**config.mk**
```make
export PLATFORM = sky130hd
export DESIGN_NAME = retransmit_delta_timer_queue
export DESIGN_NICKNAME = d
export VERILOG_FILES = /design/src/hdl/rdtq_pkg.sv /design/src/hdl/retransmit_delta_timer_queue.sv /design/src/hdl/rdtq_cell.sv
export SDC_FILE = /design/constraint.sdc
export NUM_CORES = 2
export LEC_CHECK = 0
export ABC_CLOCK_PERIOD_IN_PS = 6500
export BUFFER_PORTS_ARGS = -buffer_cell sky130_fd_sc_hd__buf_2
export CORE_AREA = 5 5 282 284
export CTS_BUF_LIST = sky130_fd_sc_hd__clkbuf_16
export DETAILED_ROUTE_END_ITERATION = 8
export DIE_AREA = 0 0 287 289
export GPL_ROUTABILITY_DRIVEN = 0
export GPL_TIMING_DRIVEN = 1
export PLACE_DENSITY = 0.71
export SETUP_SLACK_MARGIN = 0.3
export SLEW_MARGIN = 20
export SYNTH_ARGS = -nofsm -noshare
export SYNTH_HDL_FRONTEND = slang
export SYNTH_SLANG_ARGS = --single-unit
```
**constraint.sdc**
```tcl
create_clock -name i_clk -period 6.5 [get_ports i_clk]
set_input_delay 0.65 -clock i_clk [delete_from_list [all_inputs] [get_ports i_clk]]
set_output_delay 0.65 -clock i_clk [all_outputs]
set_load 0.05 [all_outputs]
```
**src/hdl/rdtq_pkg.sv**
```systemverilog
package rdtq_pkg;

    localparam int MAX_TIMERS = 16;
    localparam int IDX_W      = $clog2(MAX_TIMERS);
    localparam int CNT_W      = $clog2(MAX_TIMERS + 1);
    localparam int DELTA_W    = 16;
    localparam int SEQ_W      = 8;
    localparam int FUNC_W     = 3;
    localparam int KIND_W     = 2;

    localparam logic [FUNC_W-1:0] FUNC_TICK       = 3'd0;
    localparam logic [FUNC_W-1:0] FUNC_START_DATA = 3'd1;
    localparam logic [FUNC_W-1:0] FUNC_START_ACK  = 3'd2;
    localparam logic [FUNC_W-1:0] FUNC_STOP_DATA  = 3'd3;
    localparam logic [FUNC_W-1:0] FUNC_STOP_ACK   = 3'd4;

    localparam logic [KIND_W-1:0] EVT_NONE = 2'd0;
    localparam logic [KIND_W-1:0] EVT_DATA = 2'd1;
    localparam logic [KIND_W-1:0] EVT_ACK  = 2'd2;

    localparam logic [DELTA_W-1:0] TIMEOUT_RESET = 16'd1000;

    // One timer entry held by a cell.
    typedef struct packed {
        logic [DELTA_W-1:0] delta;
        logic               is_ack;
        logic [SEQ_W-1:0]   seq;
    } t_entry;

    // Broadcast to every cell.
    typedef struct packed {
        logic             pop;       // shift the whole row down by one
        logic             stop;      // search and remove first match
        logic             stop_ack;  // match any ack entry
        logic [SEQ_W-1:0] key;       // sequence to match on stop data
    } t_cmd;

    // Per-cell strobes.
    typedef struct packed {
        logic load;
        logic dec;
    } t_cell_ctl;

    // Search status handed along the row.
    typedef struct packed {
        logic found;
        logic first;
    } t_scan;

endpackage

```
**src/hdl/retransmit_delta_timer_queue.sv**
```systemverilog
// A result is registered and appears in the cycle after its item is transferred in.
// Throughput: one item per cycle while the result register is free or draining;
// the whole row of timer cells updates together, so tick, start and stop each act at once.
// Reset (synchronous, active low): empties the list, clears the pending total,
// drops the result valid, and sets timeout_ticks to 1000. Cell contents are
// not reset; only cells below the live count are ever read.
module retransmit_delta_timer_queue
    import rdtq_pkg::*;
(
    input  logic               i_clk,
    input  logic               i_rst_n,
    // item channel
    input  logic               i_in_valid,
    output logic               o_in_ready,
    input  logic [FUNC_W-1:0]  i_func,
    input  logic [SEQ_W-1:0]   i_seq,
    // result channel
    output logic               o_out_valid,
    input  logic               i_out_ready,
    output logic [KIND_W-1:0]  o_event_kind,
    output logic [SEQ_W-1:0]   o_timeout_seq,
    output logic               o_full_drop,
    // timeout_ticks write channel
    input  logic               i_cfg_valid,
    output logic               o_cfg_ready,
    input  logic [DELTA_W-1:0] i_cfg_data
);

    // Control and configuration registers
    logic [DELTA_W-1:0] r_timeout_ticks;
    logic [CNT_W-1:0]   r_count;
    logic [CNT_W-1:0]   n_count;
    logic [DELTA_W-1:0] r_pending;
    logic [DELTA_W-1:0] n_pending;

    // Result register
    logic               r_out_valid;
    logic [KIND_W-1:0]  r_event_kind;
    logic [KIND_W-1:0]  n_event_kind;
    logic [SEQ_W-1:0]   r_timeout_seq;
    logic [SEQ_W-1:0]   n_timeout_seq;
    logic               r_full_drop;
    logic               n_full_drop;

    // Cell row wiring
    t_entry    w_entry [MAX_TIMERS];
    t_scan     w_scan  [MAX_TIMERS];
    t_cell_ctl w_ctl   [MAX_TIMERS];
    logic      w_live  [MAX_TIMERS];
    t_cmd      cmd;
    t_entry    new_entry;

    logic               accept;
    logic               empty;
    logic               full;
    logic [IDX_W-1:0]   tail_idx;
    logic [IDX_W-1:0]   load_idx;
    logic               head_dec;
    logic               do_load;
    logic [DELTA_W-1:0] start_delta;
    logic [DELTA_W-1:0] room;
    logic [DELTA_W-1:0] tail_delta;

    // Accept a new item whenever the result register is free or draining.
    assign accept      = i_in_valid && o_in_ready;
    assign o_in_ready  = !r_out_valid || i_out_ready;
    assign o_cfg_ready = 1'b1;

    assign empty    = (r_count == '0);
    assign full     = (r_count == CNT_W'(MAX_TIMERS));
    assign tail_idx = IDX_W'(r_count - CNT_W'(1));
    assign load_idx = r_count[IDX_W-1:0];
    assign tail_delta = w_entry[tail_idx].delta;

    // Delta for a new timer: limit minus total, at least 1, then capped so the
    // total stays within 16 bits, which can bring it down to 0.
    always_comb begin
        room = '1 - r_pending;
        if (r_timeout_ticks > r_pending) begin
            start_delta = r_timeout_ticks - r_pending;
        end else begin
            start_delta = DELTA_W'(1);
        end
        if (start_delta > room) begin
            start_delta = room;
        end
    end

    // Broadcast command for the row; a tick pops only when the head expires.
    always_comb begin
        cmd          = '0;
        cmd.key      = i_seq;
        cmd.stop_ack = (i_func == FUNC_STOP_ACK);
        cmd.stop     = accept && (i_func inside {FUNC_STOP_DATA, FUNC_STOP_ACK});
        cmd.pop      = accept && (i_func == FUNC_TICK) && !empty
                       && (w_entry[0].delta[DELTA_W-1:1] == '0);
    end

    always_comb begin
        head_dec      = 1'b0;
        do_load       = 1'b0;
        new_entry.delta  = start_delta;
        new_entry.is_ack = (i_func == FUNC_START_ACK);
        new_entry.seq    = (i_func == FUNC_START_ACK) ? '0 : i_seq;
        n_count       = r_count;
        n_pending     = r_pending;
        n_event_kind  = EVT_NONE;
        n_timeout_seq = '0;
        n_full_drop   = 1'b0;

        if (accept) begin
            case (i_func)
                FUNC_TICK: begin
                    if (!empty) begin
                        if (w_entry[0].delta != '0 && r_pending != '0) begin
                            n_pending = r_pending - DELTA_W'(1);
                        end
                        if (w_entry[0].delta[DELTA_W-1:1] == '0) begin
                            // Head expires: report it and advance the row.
                            n_count = r_count - CNT_W'(1);
                            if (w_entry[0].is_ack) begin
                                n_event_kind = EVT_ACK;
                            end else begin
                                n_event_kind  = EVT_DATA;
                                n_timeout_seq = w_entry[0].seq;
                            end
                        end else begin
                            head_dec = 1'b1;
                        end
                    end
                end
                FUNC_START_DATA, FUNC_START_ACK: begin
                    if (full) begin
                        n_full_drop = 1'b1;
                    end else begin
                        do_load   = 1'b1;
                        n_count   = r_count + CNT_W'(1);
                        n_pending = r_pending + start_delta;
                    end
                end
                FUNC_STOP_DATA, FUNC_STOP_ACK: begin
                    // Stop outcome comes back from the search chain along the row.
                    if (w_scan[MAX_TIMERS-1].found) begin
                        n_count = r_count - CNT_W'(1);
                        if (w_scan[tail_idx].first) begin
                            // Removed the tail: drop its delta from the total.
                            n_pending = (r_pending >= tail_delta) ? r_pending - tail_delta : '0;
                        end
                    end
                end
                default: begin
                end
            endcase
        end
    end

    genvar gi;
    generate
        for (gi = 0; gi < MAX_TIMERS; gi++) begin : g_cell
            assign w_live[gi]     = (CNT_W'(gi) < r_count);
            assign w_ctl[gi].load = do_load && (load_idx == IDX_W'(gi));
            assign w_ctl[gi].dec  = (gi == 0) ? head_dec : 1'b0;

            if (gi == MAX_TIMERS - 1) begin : g_last
                rdtq_cell u_cell (
                    .i_clk        (i_clk),
                    .i_cmd        (cmd),
                    .i_ctl        (w_ctl[gi]),
                    .i_live       (w_live[gi]),
                    .i_new        (new_entry),
                    .i_next       ('0),
                    .i_found_prev (w_scan[gi-1].found),
                    .o_entry      (w_entry[gi]),
                    .o_scan       (w_scan[gi])
                );
            end else if (gi == 0) begin : g_head
                rdtq_cell u_cell (
                    .i_clk        (i_clk),
                    .i_cmd        (cmd),
                    .i_ctl        (w_ctl[gi]),
                    .i_live       (w_live[gi]),
                    .i_new        (new_entry),
                    .i_next       (w_entry[gi+1]),
                    .i_found_prev (1'b0),
                    .o_entry      (w_entry[gi]),
                    .o_scan       (w_scan[gi])
                );
            end else begin : g_mid
                rdtq_cell u_cell (
                    .i_clk        (i_clk),
                    .i_cmd        (cmd),
                    .i_ctl        (w_ctl[gi]),
                    .i_live       (w_live[gi]),
                    .i_new        (new_entry),
                    .i_next       (w_entry[gi+1]),
                    .i_found_prev (w_scan[gi-1].found),
                    .o_entry      (w_entry[gi]),
                    .o_scan       (w_scan[gi])
                );
            end
        end
    endgenerate

    // Control state and configuration
    always_ff @(posedge i_clk) begin
        if (!i_rst_n) begin
            r_timeout_ticks <= TIMEOUT_RESET;
            r_count         <= '0;
            r_pending       <= '0;
            r_out_valid     <= 1'b0;
        end else begin
            if (i_cfg_valid && o_cfg_ready) begin
                r_timeout_ticks <= i_cfg_data;
            end
            r_count   <= n_count;
            r_pending <= n_pending;
            if (accept) begin
                r_out_valid <= 1'b1;
            end else if (i_out_ready) begin
                r_out_valid <= 1'b0;
            end
        end
    end

    // Hold the result until it is transferred out.
    always_ff @(posedge i_clk) begin
        if (accept) begin
            r_event_kind  <= n_event_kind;
            r_timeout_seq <= n_timeout_seq;
            r_full_drop   <= n_full_drop;
        end
    end

    assign o_out_valid   = r_out_valid;
    assign o_event_kind  = r_event_kind;
    assign o_timeout_seq = r_timeout_seq;
    assign o_full_drop   = r_full_drop;

endmodule

```
**src/hdl/rdtq_cell.sv**
```systemverilog
module rdtq_cell
    import rdtq_pkg::*;
(
    input  logic      i_clk,
    input  t_cmd      i_cmd,
    input  t_cell_ctl i_ctl,
    input  logic      i_live,
    input  t_entry    i_new,
    input  t_entry    i_next,
    input  logic      i_found_prev,
    output t_entry    o_entry,
    output t_scan     o_scan
);

    t_entry           r_entry;
    t_entry           n_entry;
    logic             hit;
    logic [DELTA_W:0] merge_sum;

    always_comb begin
        hit = i_live && i_cmd.stop &&
              (i_cmd.stop_ack ? r_entry.is_ack
                              : (!r_entry.is_ack && (r_entry.seq == i_cmd.key)));
        o_scan.first = hit && !i_found_prev;
        o_scan.found = hit || i_found_prev;
        merge_sum    = {1'b0, i_next.delta} + {1'b0, r_entry.delta};
    end

    always_comb begin
        n_entry = r_entry;
        if (i_ctl.load) begin
            n_entry = i_new;
        end else if (i_cmd.pop) begin
            n_entry = i_next;
        end else if (i_ctl.dec) begin
            n_entry.delta = r_entry.delta - DELTA_W'(1);
        end else if (i_cmd.stop && o_scan.found) begin
            // Pull the successor in; the removed cell folds its delta into it.
            n_entry = i_next;
            if (o_scan.first) begin
                n_entry.delta = merge_sum[DELTA_W] ? '1 : merge_sum[DELTA_W-1:0];
            end
        end
    end

    always_ff @(posedge i_clk) begin
        r_entry <= n_entry;
    end

    assign o_entry = r_entry;

endmodule

```
==> results.md <==
* Required time of the critical path at 6.99 ns
* Leakage at between 15 and 20 nW
* Crit path DAT at roughly 6.9 ns
* DP Wirelength at 88.3 mm
* Sequential fraction of the synthesis area at between 30% and 40%
* M2 GR Usage at 44.8%
* Crit Path Max Fanout at 6
* Netlist cell types at 96
* Max-slew violation count at 0
* Power density cells at ~210 mW/mm2
* Dpl cells at about 5,000
* Via density at 6.55
* Worst reg2reg setup slack at ~0.14 ns
* Top cell by count, worst path: buf_4
* First-pass GRT wire length at between 150 and 200 mm
* Met3 GRT Util at 5.97%
* Relative slew slack at 24.6%
* Crit-path slowest cell: fa_2
* Initial antenna violation count at 4
* Mapped Nets at 4,410
* Number of iterations in the first detailed-routing pass at 6
* Most Crowded Layer GR: met2
* Fin area at 0.0421 mm2
* Final Cycle Share at 97.8%
* Die width at 287 um
* Origin of the critical flop-to-flop path: r_timeout_ticks[0]
* Hold/Removal Path Class: in -> reg
* Clock Root Buffer: clkbuf_16
* Wire per inst at 23.7 um
* Syn Std Cell Area at 0.0379 mm2
* Clock Tree Buf Depth at 3
* Antenna Violating Nets Remaining at 0
* Syn. warnings at 0
* Die area at 0.0829 mm2
* Grt ovf at 0
* Sink Count at 449
* R2R cell count at 35
* Unrepaired setup endpoints after global routing: true
* Post-Syn Instances at 4,050
* Register bit total from synthesis at 449
* Avg Synthesized Cell Area at 9.35 um2
* Share of layout cells above drive strength 1 at 12.5%
* R2r endpoint: r_pending[14]
* Hold_sp: i_cfg_data[7]
* Hold EP: r_timeout_ticks[7]
* Non-Filler Instances at 5,179
* Fmax achieved at ~0.16 GHz
* Slew @ Worst Pin at ~1.1 ns
* Max-cap violation count at 0
* Slowest stage delay, CP at 0.38 ns
* Drt initial violations at ~3,800
* Worst-Skew Late Latency at ~0.64 ns
* IO Pins at 46
* Crit Path Class: reg -> reg
* Outcome: completed
* Nets@finish at 4,456
* All-Layer GR Usage at 28.4%
* Row Count at about 100
* Vias in the first global route at roughly 32,000
* Critical path capture point type: flop
* Final setup vio count at 0
* Area Growth Syn to Fin at 11.2%
* DRT Wirelength at about 120 mm
* Dpl cell area at between 0.03 and 0.04 mm2
* Final hold vios at 0
* CTS tree: built
* H-tree depth at 2
* Clock-pin slew on the worst setup and hold paths at 0.07 ns
* Clk_skew at around 0.018 ns
* Pwr Total at about 8.7 mW
* DR vias at 33,900
* Hold Crit Depth at 3
* Initial Util at 49.3%
* Post-cts hold buffer count at 0
* Top_reg_cell synth: edfxtp_1
* Core ar. at 0.0768 mm2
* Die Ht at 289 um
* Worst Setup Start Kind: flop
* VDD IR max at ~0.21 mV
* DRC at 0
* FFs w/ async S/R, synth at 0%
* Minimum clock period at 6.36 ns
* GR Util met1 at 38.1%
* Largest net degree at the start of global routing at between 80 and 90
* Post-synth EDFFs at 411
* TritonCTS Buffers at 53
* Port Buffers at 44
## critical path, delay by kind of cell (launching register included)
kind            cells  cell delay [ns]
compound gates     17             2.81
fa+ha+maj           4             1.16
buf+inv             8             1.02
simple gates        5             0.77
flops               1             0.32
xor+xnor            1             0.14
## worst max-delay path by stage
| stage | startpoint | cells after the start | to |
|---|---|---|---|
| detailed placement | r_timeout_ticks[0] | 33 | r_pending[14] |
| floorplan | r_pending[0] | 34 | r_pending[14] |
| global route | r_pending[3] | 34 | r_pending[14] |
| CTS | r_timeout_ticks[0] | 34 | r_pending[14] |
| global placement | r_timeout_ticks[0] | 33 | r_pending[14] |
| finish | r_timeout_ticks[0] | 35 | r_pending[14] |
## placed cells by master (no fill, tap or decap), types with 32 or more instances in the layout
cell type / count
xnor2_1: 191
a21oi_1: 145
inv_1: 173
mux4_2: 80
mux2i_1: 48
buf_4: 150
nand2_1: 349
buf_2: 44
o211ai_1: 32
nor3_1: 113
o21ai_0: 447
xor2_1: 149
or3_1: 34
nor2b_1: 40
clkbuf_16: 53
a211oi_1: 36
o221ai_1: 132
nor2_1: 319
nand3_1: 91
o21a_1: 41
edfxtp_1: 411
o22ai_1: 92
dfxtp_1: 33
a21o_1: 56
ha_1: 292
## power breakdown
part           switching, mW  internal [mW]
combinational           1.51          0.856
sequential            0.0665           3.19
clock                   1.34           1.73
total                   2.91           5.77
## stage by stage
stage | setup TNS [ns] | hold slack (ns) | worst slack (ns) | util [%]
floorplan | 0 | 0.449 | 0.157 | -
global placement | -0.0207 | 0.466 | -0.0207 | 51.7
detailed placement | -0.306 | 0.475 | -0.195 | 51.7
CTS | 0 | 0.218 | 0.282 | 54.3
global route | -0.485 | 0.251 | -0.124 | 54.8
finish | 0 | 0.243 | 0.144 | 54.8
## layout make-up
| cell class | instances | area (um2) |
|---|---|---|
| clock buffer | 53 | 1330 |
| tap | 1040 | 1300 |
| sequential | 449 | 13100 |
| multi-input combinational | 3229 | 23900 |
| timing repair buffer | 201 | 1450 |
| clock inverter | 44 | 403 |
| inverter | 162 | 608 |
| antenna | 1 | 2.50 |
| fill | 6849 | 34700 |
## synth_stat cells, drive strengths merged (24+ instances only)
cell type | instances | area, um2
a31oi | 26 | 163
xor2 | 150 | 1310
inv | 162 | 608
xnor2 | 193 | 1690
a21oi | 166 | 831
nand2b | 25 | 156
nor2 | 322 | 1210
and3 | 26 | 163
a211oi | 43 | 323
o31ai | 30 | 270
o221ai | 132 | 1160
mux2i | 50 | 500
nand4 | 28 | 175
clkbuf | 167 | 627
o21a | 41 | 308
a21o | 57 | 428
dfxtp | 38 | 761
buf | 45 | 246
or3 | 35 | 219
o22ai | 93 | 582
mux4 | 80 | 1800
or2 | 24 | 150
o21ai | 460 | 2300
ha | 310 | 3880
nor2b | 41 | 257
edfxtp | 411 | 12300
nor3 | 124 | 673
nand3 | 92 | 460
nand2 | 356 | 1340
nor4 | 33 | 249
o211ai | 32 | 240
## layer usage
metal,vias to the layer above,routed length [um]
met4,6,6550
met3,374,12900
li1,15500,-
met5,-,44
met2,1823,54000
met1,16200,49400
## flip-flops by register name, indices dropped and copies added (netlist names)
signal                        flops
g_cell.g_mid.u_cell.o_entry     350
g_cell.g_head.u_cell.o_entry     25
g_cell.g_last.u_cell.o_entry     25
r_pending                        16
r_timeout_ticks                  16
o_timeout_seq                     8
r_count                           5
o_event_kind                      2
o_full_drop                       1
o_out_valid                       1
## logic make-up after synthesis
kind of cell	after synthesis	synth area share, %
DFF	449	34.6
AOI/OAI and AO/OA	1247	21.4
other	1	0.00990
buffers and inverters	374	3.91
adders and majority gates	328	11.2
and+or+nand+nor	1177	14.9
muxes	131	6.11
xor gates and xnor gates	343	7.93
## what timing repair did
action	4_1_cts	5_1_grt
cloned	1	1
gates resized for setup	23	54
endpoints found under the setup margin	10	11
pin swaps	25	44
setup buffers	18	13
No activity file was read; power rests on OpenSTA's default activity.
